## src/design/cfe_pkg.sv

```systemverilog
// Shared types and constants for the COBS frame encoder.
// No dependencies; the front, queue, back and top files import this package.
package cfe_pkg;

    // Encoded bytes packed into one output request.
    localparam int BYTES_PER_RESULT = 8;
    localparam int LANE_W = (BYTES_PER_RESULT > 1) ? $clog2(BYTES_PER_RESULT) : 1;

    // Group buffer: two banks of 256 bytes (254 used), ping-pong between front and back.
    localparam int IDX_W      = 8;
    localparam int BANK_DEPTH = 1 << IDX_W;
    localparam int RAM_DEPTH  = 2 * BANK_DEPTH;
    localparam int RAM_AW     = $clog2(RAM_DEPTH);

    // Flush command queue.
    localparam int QUEUE_DEPTH = 2;
    localparam int QPTR_W      = $clog2(QUEUE_DEPTH);
    localparam int QCNT_W      = $clog2(QUEUE_DEPTH + 1);

    localparam logic [7:0] FULL_CODE  = 8'hff;
    localparam logic [7:0] FIRST_CODE = 8'h01;

    typedef struct packed {
        logic [7:0] data_byte;
        logic       frame_last;
    } t_in_item;

    typedef struct packed {
        logic [63:0] chunk;
        logic [3:0]  valid_bytes;
        logic        run_last;
        logic        frame_end;
    } t_out_item;

    // One group ready to be emitted.
    typedef struct packed {
        logic             bank;
        logic [IDX_W-1:0] len;        // buffered bytes, 0..254
        logic             trail;      // append a final code byte 0x01
        logic             frame_last;
    } t_flush_cmd;

    typedef struct packed {
        logic              en;
        logic [RAM_AW-1:0] addr;
        logic [7:0]        data;
    } t_ram_wr;

endpackage

```

## src/design/cfe_queue.sv

```systemverilog
// Two-entry queue of flush commands between front and back end.
// Depends on cfe_pkg.
module cfe_queue (
    input  logic                i_clk,
    input  logic                i_rst_n,
    input  logic                i_push,
    input  cfe_pkg::t_flush_cmd i_cmd,
    input  logic                i_pop,
    output logic                o_full,
    output logic                o_nonempty,
    output cfe_pkg::t_flush_cmd o_head
);
    import cfe_pkg::*;

    t_flush_cmd        r_mem [QUEUE_DEPTH];
    logic [QPTR_W-1:0] r_wp, r_rp;
    logic [QCNT_W-1:0] r_count;

    assign o_full     = (r_count == QCNT_W'(QUEUE_DEPTH));
    assign o_nonempty = (r_count != '0);
    assign o_head     = r_mem[r_rp];

    always_ff @(posedge i_clk) begin
        if (i_push) begin
            r_mem[r_wp] <= i_cmd;
        end
        if (!i_rst_n) begin
            r_wp    <= '0;
            r_rp    <= '0;
            r_count <= '0;
        end else begin
            if (i_push) begin
                r_wp <= r_wp + QPTR_W'(1);
            end
            if (i_pop) begin
                r_rp <= r_rp + QPTR_W'(1);
            end
            if (i_push && !i_pop) begin
                r_count <= r_count + QCNT_W'(1);
            end else if (!i_push && i_pop) begin
                r_count <= r_count - QCNT_W'(1);
            end
        end
    end

    a_no_overflow: assert property (@(posedge i_clk) disable iff (!i_rst_n)
        !(i_push && o_full && !i_pop))
        else $error("flush queue overflow");

    a_no_underflow: assert property (@(posedge i_clk) disable iff (!i_rst_n)
        i_pop |-> o_nonempty)
        else $error("flush queue underflow");

endmodule

```

## config.mk

```make
export PLATFORM = sky130hd
export DESIGN_NAME = cfe_queue
export DESIGN_NICKNAME = d
export VERILOG_FILES = /design/src/design/cfe_pkg.sv /design/src/design/cfe_queue.sv
export SDC_FILE = /design/constraint.sdc
export NUM_CORES = 1
export LEC_CHECK = 0
export ABC_AREA = 1
export BUFFER_PORTS_ARGS = -buffer_cell sky130_fd_sc_hd__buf_2
export CAP_MARGIN = 30
export CELL_PAD_IN_SITES_DETAIL_PLACEMENT = 0
export CELL_PAD_IN_SITES_GLOBAL_PLACEMENT = 1
export CORE_MARGIN = 1
export CORE_UTILIZATION = 44
export DETAILED_ROUTE_END_ITERATION = 12
export PLACE_DENSITY = 0.79
export SLEW_MARGIN = 20
export SYNTH_ARGS = -nofsm -noshare
export SYNTH_HDL_FRONTEND = slang
export SYNTH_SLANG_ARGS = --single-unit
```

## constraint.sdc

```tcl
create_clock -name i_clk -period 3.2 [get_ports i_clk]
set_input_delay 0.64 -clock i_clk [delete_from_list [all_inputs] [get_ports i_clk]]
set_output_delay 0.64 -clock i_clk [all_outputs]
set_load 0.1 [all_outputs]
```

# ---- Word-level counts from Yosys, hierarchy flattened
# Memory sizes are Yosys's and may differ from the RTL's. A register that Yosys moved wholly into a read port is not among the register bits.
# Index checks and enable logic that the tools add are counted.
dict set report totals {
  wordCells 21
  reg_bits 4
  mem_count 1
  mem_bits_rw 22
  output_inout_bits 13
  in_bits 15
}
# memory words width read_ports rd_ports_with_merged_regs wr line_no
set mem_list {}
lappend mem_list {r_mem 2 11 1 1 1 cfe_queue.sv:15} ;# t_flush_cmd r_mem [QUEUE_DEPTH];
dict set report op_classes {
  reduce_logical 6
  n_eq_ne 1
  add_sub_neg 4
  muxes 6
}
# cell count
set ops {}
lappend ops {{two-way mux 1 bit} 4}
lappend ops {{two-way mux 2 bit} 2}
lappend ops {{nonzero test 2 bit} 2}
lappend ops {{adder 1 bit (second input constant)} 2}
lappend ops {{adder 2 x 1 -> 2 bit (second input constant)} 1}
lappend ops {{equality test 2 bit (second input constant)} 1}
lappend ops {{logical AND 1 bit} 2}
lappend ops {{zero test 1 bit} 2}
lappend ops {{subtractor 2 x 1 -> 2 bit (second input constant)} 1}

# ---- Depth between registers and ports, before layout
# Gate-level depths: netlist of the first run.
dict set report logic_depth {
  word_depth 4
  depth_mapped 8
  ltp_nobuf 8
}

# ---- Least setup slack after synthesis of the first run
# No wires, ideal clock.
dict set report synth_path {
  path_type {reg2out}
  start {reg r_count[1]}
  end {out o_full}
  arrival_ns 1.617
  stages_incl_launch_ff 3
  n_path_buf 0
  t_required_ns 2.560
  setup_slack_ns 0.943
  path_cell_list {dfxtp_1 inv_1 nor2_1}
}
dict set report synth_between {
  elab_chain_len 1
}
# item line_no
set synth_lines {}
lappend synth_lines {{start, declared} cfe_queue.sv:17} ;# logic [QCNT_W-1:0] r_count;
lappend synth_lines {{start signal, assigned} cfe_queue.sv:39} ;# r_count <= r_count + QCNT_W'(1);
lappend synth_lines {{start signal, assigned} cfe_queue.sv:41} ;# r_count <= r_count - QCNT_W'(1);
lappend synth_lines {{equality test 2 bit} cfe_queue.sv:19} ;# assign o_full = (r_count == QCNT_W'(QUEUE_DEPTH));
lappend synth_lines {{end, declared} cfe_queue.sv:9} ;# output logic o_full,
# No other way between the ends.

==> results of run 1 <==
-- power by group through the flow --
stage	sequential, µW	clock, µW	combinational (µW)
6_report	414	135	194
3_5_place_dp	423	0	195
5_1_grt	417	149	204
2_1_floorplan	416	0	172
3_3_place_gp	421	0	193
4_1_cts	415	140	195
-- synthesized netlist by cell type --
cell / count / share of area, %
edfxtp_1: 22 / 62
mux2_4: 10 / 14
nand2_1: 9 / 3.2
nor2_1: 8 / 2.8
inv_1: 7 / 2.5
dfxtp_1: 5 / 9.4
a21oi_1: 1 / 0.47
buf_6: 1 / 1.1
ha_1: 1 / 1.2
inv_2: 1 / 0.35
mux2_2: 1 / 1.1
nand3_1: 1 / 0.47
nand4_1: 1 / 0.59
o21ai_0: 1 / 0.47
-- cell families after synthesis --
family | count (synthesis) | share of synthesized area, %
AOI/OAI and AO/OA | 2 | 0.942
adders and majority gates | 1 | 1.18
buffers and inverters | 9 | 3.89
DFF | 27 | 71.7
muxes | 11 | 15.2
and+or+nand+nor | 19 | 7.08
-- state kept, by name, indices dropped and copies added, names as in the netlist, named ones only --
signal   flops
r_rp         1
r_wp         1
r_count      2
r_mem       22
-- how the worst max path moves through the flow --
stage | end | slack, ps | startpoint | cells past startpoint
global placement | o_head[6] | 1120 | flip-flop | 2
finish | o_head[6] | 780 | flip-flop | 2
floorplan | o_full | 940 | r_count[1] | 2
global route | o_head[6] | 680 | flip-flop | 2
detailed placement | o_head[6] | 1100 | flip-flop | 2
CTS | o_head[6] | 740 | flip-flop | 2
-- through the flow --
stage	hold slack, ps	utilization (%)
6_report	511	55.8
5_1_grt	497	55.8
4_1_cts	502	55.8
3_5_place_dp	493	54.6
3_3_place_gp	476	54.6
2_1_floorplan	463	-
-- cell type report --
type | instances | area [µm²] | share of cell area (%)
inverter | 8 | 30.0 | 2.41
multi-input combinational | 33 | 259 | 20.8
timing repair buffer | 27 | 135 | 10.8
clock buffer | 4 | 26.3 | 2.11
tap | 28 | 35.0 | 2.81
sequential | 27 | 761 | 61.0
-- per-layer routing --
metal	GRT usage (%)	vias up
met3	2.98	2
met1	13.3	290
met4	6.94	0
li1	-	301
met5	0	-
met2	24.6	25
==> metrics.md, run 1 <==
| Metric | Value |
|---|---|
| Antenna violations before repair | `0` |
| Uppermost layer routed | `met4` |
| Critical Path, Cell by Cell | `mux2_2 -> buf_2` |
| Wire length after detailed routing | `~1500 µm` |
| Root buf cell | `clkbuf_4` |
| Final antenna diode count | `0` |
| Count of buffers inserted at the top-level ports | `27` |
| Core area | `2230 µm²` |
| Setup slack on the worst flop-to-flop path | `1810 ps` |
| H-Tree Level Count | `1` |
| Switching Power | `249 µW` |
| Clock tree sinks | `27` |
| Top library cells by usage in the layout, fill and taps aside | `buf_2 (27), edfxtp_1 (22), mux2_4 (10)` |
| Pin count of the biggest net entering global routing | `15` |
| Post-layout nets | `116` |
| Average size of a mapped cell | `around 15 µm²` |
| TritonCTS clock tree | `done` |
| Met3 routed WL | `about 110 µm` |
| Gr ovfl total | `0` |
| Final setup violation count | `0` |
| Leak | `0.000545 µW` |
| Register area share after synthesis | `71.7%` |
| Worst supply voltage drop on vdd | `319 µV` |
| Total nets after synthesis | `85` |
| Distinct cells, synth | `14` |
| Area overhead of the layout relative to synthesis | `17.5%` |
| Post-Route Skew | `3.28 ps` |
| Count of final max-slew check failures | `0` |
| RR Endpoint | `r_mem[0][10]` |
| Vias post-DR | `618` |
| Share of the cycle needed by the critical path after routing | `75.8%` |
| Total global-route track usage | `13.1%` |
| Maximum clock frequency | `413 MHz` |
| Detailed-route vias per instance | `4.87` |
| Most common cell after layout, fill and taps aside | `buf_2` |
| Design internal power | `494 µW` |
| Worst slew slack as a fraction of its limit | `40.5%` |
| Dpl cells | `123` |
| Total of warnings raised by yosys | `0` |
| Category of cells accounting for the largest share of critical-path delay | `flip-flops` |
| Buf+Inv Stages, Crit Path | `1` |
| RePlAce Congestion | `0.563` |
| Filler cell count | `205` |
| Status | `complete, no violations` |
| Clock-pin slew on the worst setup and hold paths | `~130 ps` |
| Chip height | `51.1 µm` |
| Detailed-routing wirelength on met1 | `roughly 620 µm` |
| Portion of total power attributed to the clock network | `between 10% and 20%` |
| Sort of element at the end of the critical path | `primary output` |
| Number of global-route vias before repair | `626` |
| Post-Syn Area | `between 1000 and 1500 µm²` |
| Routed length on met2 | `about 750 µm` |
| Remaining antenna violation count | `0` |
| Combinational fraction of design power | `26.1%` |
| Kind of start point of the critical path | `flip-flop` |
| DRC | `0` |
| CP Data Arrival Time | `1780 ps` |
| Longest Clk Path Bufs | `2` |
| Post-DP HPWL | `roughly 1100 µm` |
| Overall power consumption | `between 700 and 800 µW` |
| Total die area | `around 2600 µm²` |
| Transition time at the pin with the least slew margin | `889 ps` |
| Type of the worst setup path | `flip-flop to primary output` |
| Total power per unit cell area | `approximately 600 nW/µm²` |
| CP max stage delay | `780 ps` |
| Wire length of the first global-routing pass | `2420 µm` |
| Total count of hold-check failures in the final report | `0` |
| Number of buffers inserted by post-CTS setup repair | `0` |
| Required arrival time at the worst endpoint | `2560 ps` |
| Flops & latches, synth | `27` |
| Worst hold path endpoint | `r_wp` |
| Switching power as a share of total power | `between 30% and 40%` |
| Layout cell share with drive strength beyond 1 | `42.4%` |
| Launch instance of the worst min-delay path | `r_wp` |
| Number of primary I/O pins | `28` |
| Post-CTS resize count | `0` |
| Die X-Extent | `51.1 µm` |
| Post-synthesis cell count | `69` |
| Number of buffers inserted by hold repair at cts | `0` |
| Post-Route Setup TNS | `0 ps` |
| Origin of the critical flop-to-flop path | `r_wp` |
| Per-cell routed wire length | `11.7 µm` |
| Clock period minus final worst setup slack | `2420 ps` |
| Maximum fanout along the worst path | `11` |
| Count of non-filler cells in the finished layout | `127` |
| Initial drt markers | `15` |
| Finished Cell Area | `1250 µm²` |
| Pre-Repair DR Iteration Count | `4` |
| CP max stage cell | `dfxtp_1` |
| RSZ-0062 raised after global routing | `false` |
| Clock latency of the later-clocked register in the worst-skew pair | `roughly 310 ps` |
| Worst min path class | `flip-flop to flip-flop` |
| Number of CTS-inserted buffers | `3` |
| Number of max-capacitance violations reported | `0` |
| Sequential cell fraction of total power | `55.8%` |
| Initial cell density of the core | `47.5%` |
| Instance area after placement | `between 1000 and 1500 µm²` |
| Fin worst setup slack | `776 ps` |
| Worst hold path depth | `2` |
| Worst-case reg-to-reg path depth | `1` |
| Pre-CTS setup slack | `1100 ps` |
| Standard-cell rows | `17` |
Power figures use the tool's default switching activity.
==> run 2: changes to the inputs <==
--- a/config.mk
+++ b/config.mk
@@ -5,15 +5,15 @@
 export SDC_FILE = /design/constraint.sdc
 export NUM_CORES = 1
 export LEC_CHECK = 0
-export ABC_AREA = 1
+export ABC_AREA = 0
 export BUFFER_PORTS_ARGS = -buffer_cell sky130_fd_sc_hd__buf_2
 export CAP_MARGIN = 30
 export CELL_PAD_IN_SITES_DETAIL_PLACEMENT = 0
 export CELL_PAD_IN_SITES_GLOBAL_PLACEMENT = 1
 export CORE_MARGIN = 1
-export CORE_UTILIZATION = 44
+export CORE_UTILIZATION = 37
 export DETAILED_ROUTE_END_ITERATION = 12
-export PLACE_DENSITY = 0.79
+export PLACE_DENSITY = 0.7
 export SLEW_MARGIN = 20
 export SYNTH_ARGS = -nofsm -noshare
 export SYNTH_HDL_FRONTEND = slang
==> constraint.sdc (replaced) <==
create_clock -name i_clk -period 2.2 [get_ports i_clk]
set_input_delay 0.44 -clock i_clk [delete_from_list [all_inputs] [get_ports i_clk]]
set_output_delay 0.44 -clock i_clk [all_outputs]
set_load 0.1 [all_outputs]
==> run 2 against run 1 <==
  * First-iteration DRC count decreased by 93%
  * Via count decreased by 14%
  * Utilization decreased by 7.7 points
  * Global-route usage decreased by 1.7 points
  * Die area increased by 13%
  * Clock power increased by 51%
  * Synthesized cell count decreased by 19%
  * Hold slack got worse by 200 ps
  * Clock skew decreased by 1.6 ps
  * Critical path type unchanged
==> metrics.md, run 2 <==
| Metric | Value |
|---|---|
| Initial cell density of the core | `40.1%` |
| Number of global-route vias before repair | `478` |
| Share of the cycle needed by the critical path after routing | `87.2%` |
| Count of final max-slew check failures | `0` |
| Kind of start point of the critical path | `flip-flop` |
| Vias post-DR | `about 530` |
| Post-layout nets | `104` |
| Post-Syn Area | `between 1000 and 1500 µm²` |
| Fraction of post-synthesis cell area in the top cell type by area | `65.3%` |
| Standard-cell rows | `18` |
| Wire length of the first global-routing pass | `2250 µm` |
| Post-Route Setup TNS | `0 ps` |
| Worst-case reg-to-reg path depth | `2` |
| Total count of hold-check failures in the final report | `0` |
| Number of flip-flops in the largest register | `22` |
| Worst slew slack as a fraction of its limit | `64.2%` |
| Top Registers | `r_mem (22), r_count (2)` |
| Initial drt markers | `1` |
| Gr ovfl total | `0` |
| Clock latency of the later-clocked register in the worst-skew pair | `310 ps` |
| Root buf cell | `clkbuf_4` |
| Worst hold path endpoint | `r_mem[1][5]` |
| Met3 track demand over resource | `~2.8%` |
| Library cell with the highest instance count after synthesis | `edfxtp_1` |
| Maximum clock frequency | `521 MHz` |
| RSZ-0062 raised after global routing | `false` |
| CP Data Arrival Time | `roughly 1500 ps` |
| Number of buffers inserted by hold repair at cts | `0` |
| Final antenna diode count | `0` |
| Clock period minus final worst setup slack | `1920 ps` |
| Status | `complete, no violations` |
| Clock-pin slew on the worst setup and hold paths | `130 ps` |
| Wire length after detailed routing | `roughly 1500 µm` |
| Worst supply voltage drop on vdd | `approximately 500 µV` |
| RePlAce Congestion | `0.594` |
| Leak | `0.000477 µW` |
| Cell type with the largest total area after synthesis | `edfxtp_1` |
| Worst min path class | `input pin to flip-flop` |
| Total global-route track usage | `11.5%` |
| Register bank with the most flops | `r_mem` |
| Share of flip-flops with an asynchronous set or reset | `0%` |
| Number of primary I/O pins | `28` |
| Area overhead of the layout relative to synthesis | `20.0%` |
| Launch instance of the worst min-delay path | `i_cmd[5]` |
| Maximum fanout along the worst path | `11` |
| Post-Route Skew | `1.64 ps` |
| Number of CTS-inserted buffers | `3` |
| TritonCTS clock tree | `done` |
| Antenna violations before repair | `0` |
| Detailed-route vias per instance | `4.52` |
| Clock tree sinks | `27` |
| EDFF count, synth | `22` |
| Origin of the critical flop-to-flop path | `r_wp` |
| Layout cell share with drive strength beyond 1 | `around 52%` |
| Finished Cell Area | `1210 µm²` |
| Top library cells by usage in the layout, fill and taps aside | `buf_2 (27), edfxtp_1 (22), mux2_2 (11)` |
| Per-cell routed wire length | `12.4 µm` |
| Instance area after placement | `1190 µm²` |
| Met1 Resource Use GR | `14.5%` |
| H-Tree Level Count | `1` |
| Total nets after synthesis | `slightly above 70` |
| Met2 routing resource usage after global routing | `approximately 17%` |
| Type of the worst setup path | `flip-flop to primary output` |
| Pre-Repair DR Iteration Count | `3` |
| Number of max-capacitance violations reported | `0` |
| Core area | `2520 µm²` |
| Transition time at the pin with the least slew margin | `around 540 ps` |
| Die X-Extent | `54.3 µm` |
| Flops & latches, synth | `27` |
| DRC | `0` |
| Register area share after synthesis | `between 70% and 80%` |
| Total of warnings raised by yosys | `0` |
| Count of buffers inserted at the top-level ports | `27` |
| RR Endpoint | `r_mem[0][2]` |
| Sort of element at the end of the critical path | `primary output` |
| Top cells by area in the synthesized netlist | `edfxtp_1 (65%), mux2_2 (12%), dfxtp_1 (9.9%)` |
| Required arrival time at the worst endpoint | `1760 ps` |
| Commonest cells in the synthesized netlist | `edfxtp_1 (22), mux2_2 (11), dfxtp_1 (5)` |
| Top_reg_cell synth | `edfxtp_1` |
| Longest Clk Path Bufs | `2` |
| Most common cell after layout, fill and taps aside | `buf_2` |
| Setup slack on the worst flop-to-flop path | `1000 ps` |
| Distinct cells, synth | `16` |
| Pin count of the biggest net entering global routing | `15` |
| Post-DP HPWL | `~1000 µm` |
| Average size of a mapped cell | `18.1 µm²` |
| Remaining antenna violation count | `0` |
| Worst hold path depth | `1` |
| Total power per unit cell area | `between 900 and 1000 nW/µm²` |
| Chip height | `around 54 µm` |
| Final setup violation count | `0` |
| Gr busiest metal | `met2` |
| Post-synthesis cell count | `56` |
| Total die area | `between 2000 and 3000 µm²` |
[run 2: cell types whose count changed after synthesis, sizes merged, moves of 2 or more]
cell / previous run / this run
xor2: 0 / 2
nor2b: 0 / 2
inv: 8 / 1
and2: 0 / 4
nor2: 8 / 0
nand2: 9 / 0
[run 2: cells by family after synthesis]
family / after synthesis / synth area share [%]
and+or+nand+nor: 9 / 5.82
buffers and inverters: 2 / 0.866
DFF: 27 / 75.2
adders and majority gates: 1 / 1.24
muxes: 11 / 12.3
AOI/OAI and AO/OA: 3 / 1.98
xor gates and xnor gates: 3 / 2.60
[run 2: worst max-delay path by stage]
stage | start | end | slack (ps) | depth (start not counted)
final | flip-flop | o_head[5] | 280 | 2
after global routing | flip-flop | o_head[4] | 180 | 2
after CTS | flip-flop | o_head[6] | 70 | 2
after detailed placement | flip-flop | o_head[0] | 450 | 2
after global placement | flip-flop | o_head[0] | 460 | 2
after floorplan | flip-flop | o_head[0] | 680 | 2
[run 2: report_power, final]
group	total (µW)	internal, µW	switching, µW
sequential	604	586	17.6
combinational	313	69.0	244
clock	204	70.8	133
[run 2: worst max-delay path, cell delays in order, from the launching register on]
cell	delay, ps
dfxtp_2	500
mux2_2	370
buf_2	290
[run 2: metal layers]
| metal | vias up | wire length [µm] | part of all wire, % |
|---|---|---|---|
| li1 | 267 | - | - |
| met1 | 243 | 676 | 47 |
| met2 | 15 | 663 | 46 |
| met3 | 4 | 80 | 5.5 |
| met4 | 0 | 32 | 2.2 |
| met5 | - | 0 | 0 |
[run 2: cell type report]
type	count	area [µm²]
clock buffer	4	26.3
multi-input combinational	27	241
fill	242	1310
inverter	1	3.75
timing repair buffer	28	143
sequential	27	762
tap	30	37.5
[run 2: stage by stage]
stage	instances	hold slack (ps)	total power (µW)	util [%]	worst slack, ps
finish	117	307	1120	48.1	282
global route	117	287	1170	48.1	183
CTS	117	295	1140	48.1	72.1
detailed placement	113	492	931	47.0	455
global placement	113	478	928	47.0	455
floorplan	56	461	880	-	681
[run 2: timing repair]
| action | CTS | global route |
|---|---|---|
| setup buffers | 0 | 0 |
| setup endpoints to repair | 0 | 5 |
| resized for setup | 0 | 1 |
==> run 3: changes to the inputs <==
--- a/config.mk
+++ b/config.mk
@@ -11,9 +11,9 @@
 export CELL_PAD_IN_SITES_DETAIL_PLACEMENT = 0
 export CELL_PAD_IN_SITES_GLOBAL_PLACEMENT = 1
 export CORE_MARGIN = 1
-export CORE_UTILIZATION = 37
+export CORE_UTILIZATION = 41
 export DETAILED_ROUTE_END_ITERATION = 12
-export PLACE_DENSITY = 0.7
+export PLACE_DENSITY = 0.73
 export SLEW_MARGIN = 20
 export SYNTH_ARGS = -nofsm -noshare
 export SYNTH_HDL_FRONTEND = slang
==> constraint.sdc (replaced) <==
create_clock -name i_clk -period 2 [get_ports i_clk]
set_input_delay 0.4 -clock i_clk [delete_from_list [all_inputs] [get_ports i_clk]]
set_output_delay 0.4 -clock i_clk [all_outputs]
set_load 0.1 [all_outputs]
==> run 3 against run 2 <==
  * Utilization grew 5.1 points
  * Sequential power grew 10%
  * Hold slack lost 31 ps
  * Sequential cell count is the same
  * Non-clock buffer count is the same
  * Die area shrank 9.4%
  * Worst setup slack lost 160 ps
==> metrics.md, run 3 (synthesis results as in run 2) <==
| Metric | Value |
|---|---|
| Pre-CTS setup slack | `269 ps` |
| Number of buffers inserted by post-CTS setup repair | `0` |
| Chip height | `51.7 µm` |
| Die X-Extent | `51.7 µm` |
| Launch instance of the worst min-delay path | `i_cmd[7]` |
| Origin of the critical flop-to-flop path | `r_wp` |
| Sequential cell fraction of total power | `a little over half` |
| Root buf cell | `clkbuf_4` |
| Filler cell count | `203` |
| Gr ovfl total | `0` |
| CP max stage cell | `dfxtp_2` |
| Top library cells by usage in the layout, fill and taps aside | `buf_2 (27), edfxtp_1 (22), mux2_2 (11)` |
| Total global-route track usage | `roughly 12%` |
| Combinational fraction of design power | `about 28%` |
| Total power per unit cell area | `1010 nW/µm²` |
| Share of the cycle needed by the critical path after routing | `a little over nine tenths` |
| Number of max-capacitance violations reported | `0` |
| Worst min path class | `input pin to flip-flop` |
| Most common cell after layout, fill and taps aside | `buf_2` |
| Worst hold path depth | `1` |
| Number of primary I/O pins | `28` |
| Antenna violations before repair | `0` |
| Count of final max-slew check failures | `0` |
| Sort of element at the end of the critical path | `primary output` |
| Overall power consumption | `1220 µW` |
| Detailed-route vias per instance | `4.64` |
| Wire length after detailed routing | `1460 µm` |
| Sequential cell area | `762 µm²` |
| Fin worst setup slack | `125 ps` |
| Total die area | `2670 µm²` |
| Transition time at the pin with the least slew margin | `between 400 and 500 ps` |
| Clock-pin slew on the worst setup and hold paths | `around 120 ps` |
| Switching power as a share of total power | `between 30% and 40%` |
| Critical Path, Cell by Cell | `mux2_2 -> buf_2` |
| Post-Route Utilization | `53.2%` |
| Leak | `0.000477 µW` |
| Count of buffers inserted at the top-level ports | `27` |
| CP Data Arrival Time | `1480 ps` |
| Per-cell routed wire length | `12.7 µm` |
| Post-Route Setup TNS | `0 ps` |
| Required arrival time at the worst endpoint | `1600 ps` |
| Clock tree sinks | `27` |
| Buf+Inv Stages, Crit Path | `1` |
| RSZ-0062 raised after global routing | `false` |
| TritonCTS clock tree | `done` |
| Portion of total power attributed to the clock network | `between 10% and 20%` |
| Worst slew slack as a fraction of its limit | `67.2%` |
| Total count of hold-check failures in the final report | `0` |
| Vias post-DR | `534` |
| Footprint of the multi-input gates | `241 µm²` |
| Standard-cell rows | `17` |
| Type of the worst setup path | `flip-flop to primary output` |
| H-Tree Level Count | `1` |
| Clock latency of the later-clocked register in the worst-skew pair | `300 ps` |
| Longest Clk Path Bufs | `2` |
| Final setup violation count | `0` |
| Core area | `2280 µm²` |
| CP max stage delay | `510 ps` |
| Instance area after placement | `1180 µm²` |
| Pin count of the biggest net entering global routing | `15` |
| Finished Cell Area | `~1200 µm²` |
| Setup slack on the worst flop-to-flop path | `800 ps` |
| Number of global-route vias before repair | `476` |
| Kind of start point of the critical path | `flip-flop` |
| Worst supply voltage drop on vdd | `582 µV` |
| Post-Route Skew | `about 1.5 ps` |
| Final antenna diode count | `0` |
| Initial drt markers | `0` |
| DRC | `0` |
| Maximum fanout along the worst path | `11` |
| Register bank with the most flops | `r_mem` |
| Wire length of the first global-routing pass | `2210 µm` |
| Initial cell density of the core | `44.4%` |
| Worst hold path endpoint | `r_mem[0][7]` |
| Status | `complete, no violations` |
| RR Endpoint | `r_mem[0][2]` |
| Number of CTS-inserted buffers | `3` |
| Area overhead of the layout relative to synthesis | `19.8%` |
| Clock period minus final worst setup slack | `1880 ps` |
| Design internal power | `798 µW` |
| Post-layout nets | `104` |
| Remaining antenna violation count | `0` |
| Worst-case reg-to-reg path depth | `2` |
| RePlAce Congestion | `0.632` |
| Category of cells accounting for the largest share of critical-path delay | `flip-flops` |
| Layout cell share with drive strength beyond 1 | `about half` |
| Post-DP HPWL | `1100 µm` |
| Number of flip-flops in the largest register | `22` |
| Pre-Repair DR Iteration Count | `1` |
| Maximum clock frequency | `533 MHz` |
| Switching Power | `425 µW` |
| Top Registers | `r_mem (22), r_count (2)` |
==> run 3: cell counts in the layout (fill, tap and decap cells not counted) <==
No cell type changed its count.
==> run 3: worst register-to-register path, cell delays in order (launching register included) <==
cell,delay (ps)
dfxtp_1,340
nor2b_1,330
buf_4,260
==> run 3: cell type report <==
type                    instances  area share [%]
clock buffers                   4            2.17
inverters                       1           0.310
multi-input cells              27            19.9
flip-flops and latches         27            62.9
well taps                      28            2.89
repair buffers                 28            11.8
==> run 3: power groups by stage <==
stage	logic [µW]	clock network [µW]	registers [µW]
2_1_floorplan	301	0	667
3_3_place_gp	343	0	677
3_5_place_dp	346	0	680
4_1_cts	346	229	667
5_1_grt	356	243	671
6_report	343	214	666
==> run 3: metal layers <==
metal	routed length [µm]	GRT usage (%)	vias to the layer above
li1	-	-	268
met1	602	13.7	248
met2	762	20.1	16
met3	70	2.63	2
met4	25	9.46	0
met5	0	0	-
==> run 3: per-stage QoR <==
| stage | hold WS, ps | cells |
|---|---|---|
| floorplan | 461 | 56 |
| global placement | 476 | 111 |
| detailed placement | 492 | 111 |
| CTS | 264 | 115 |
| global route | 255 | 115 |
| finish | 276 | 115 |
==> run 3: how the worst max path moves through the flow <==
stage                         start         to  slack, ps  cells past startpoint
final                     flip-flop  o_head[0]        120                      2
after global placement    flip-flop  o_head[0]        300                      2
after floorplan           flip-flop  o_head[0]        520                      2
after detailed placement  flip-flop  o_head[0]        270                      2
after global routing      flip-flop  o_head[0]         30                      2
after CTS                 flip-flop  o_head[0]         70                      2
==> run 3: what timing repair did <==
| action | 4_1_cts | 5_1_grt |
|---|---|---|
| hold buffers | 0 | 0 |
| resized for setup | 1 | 0 |
| hold endpoints to repair | 0 | 0 |
| endpoints found under the setup margin | 11 | 0 |
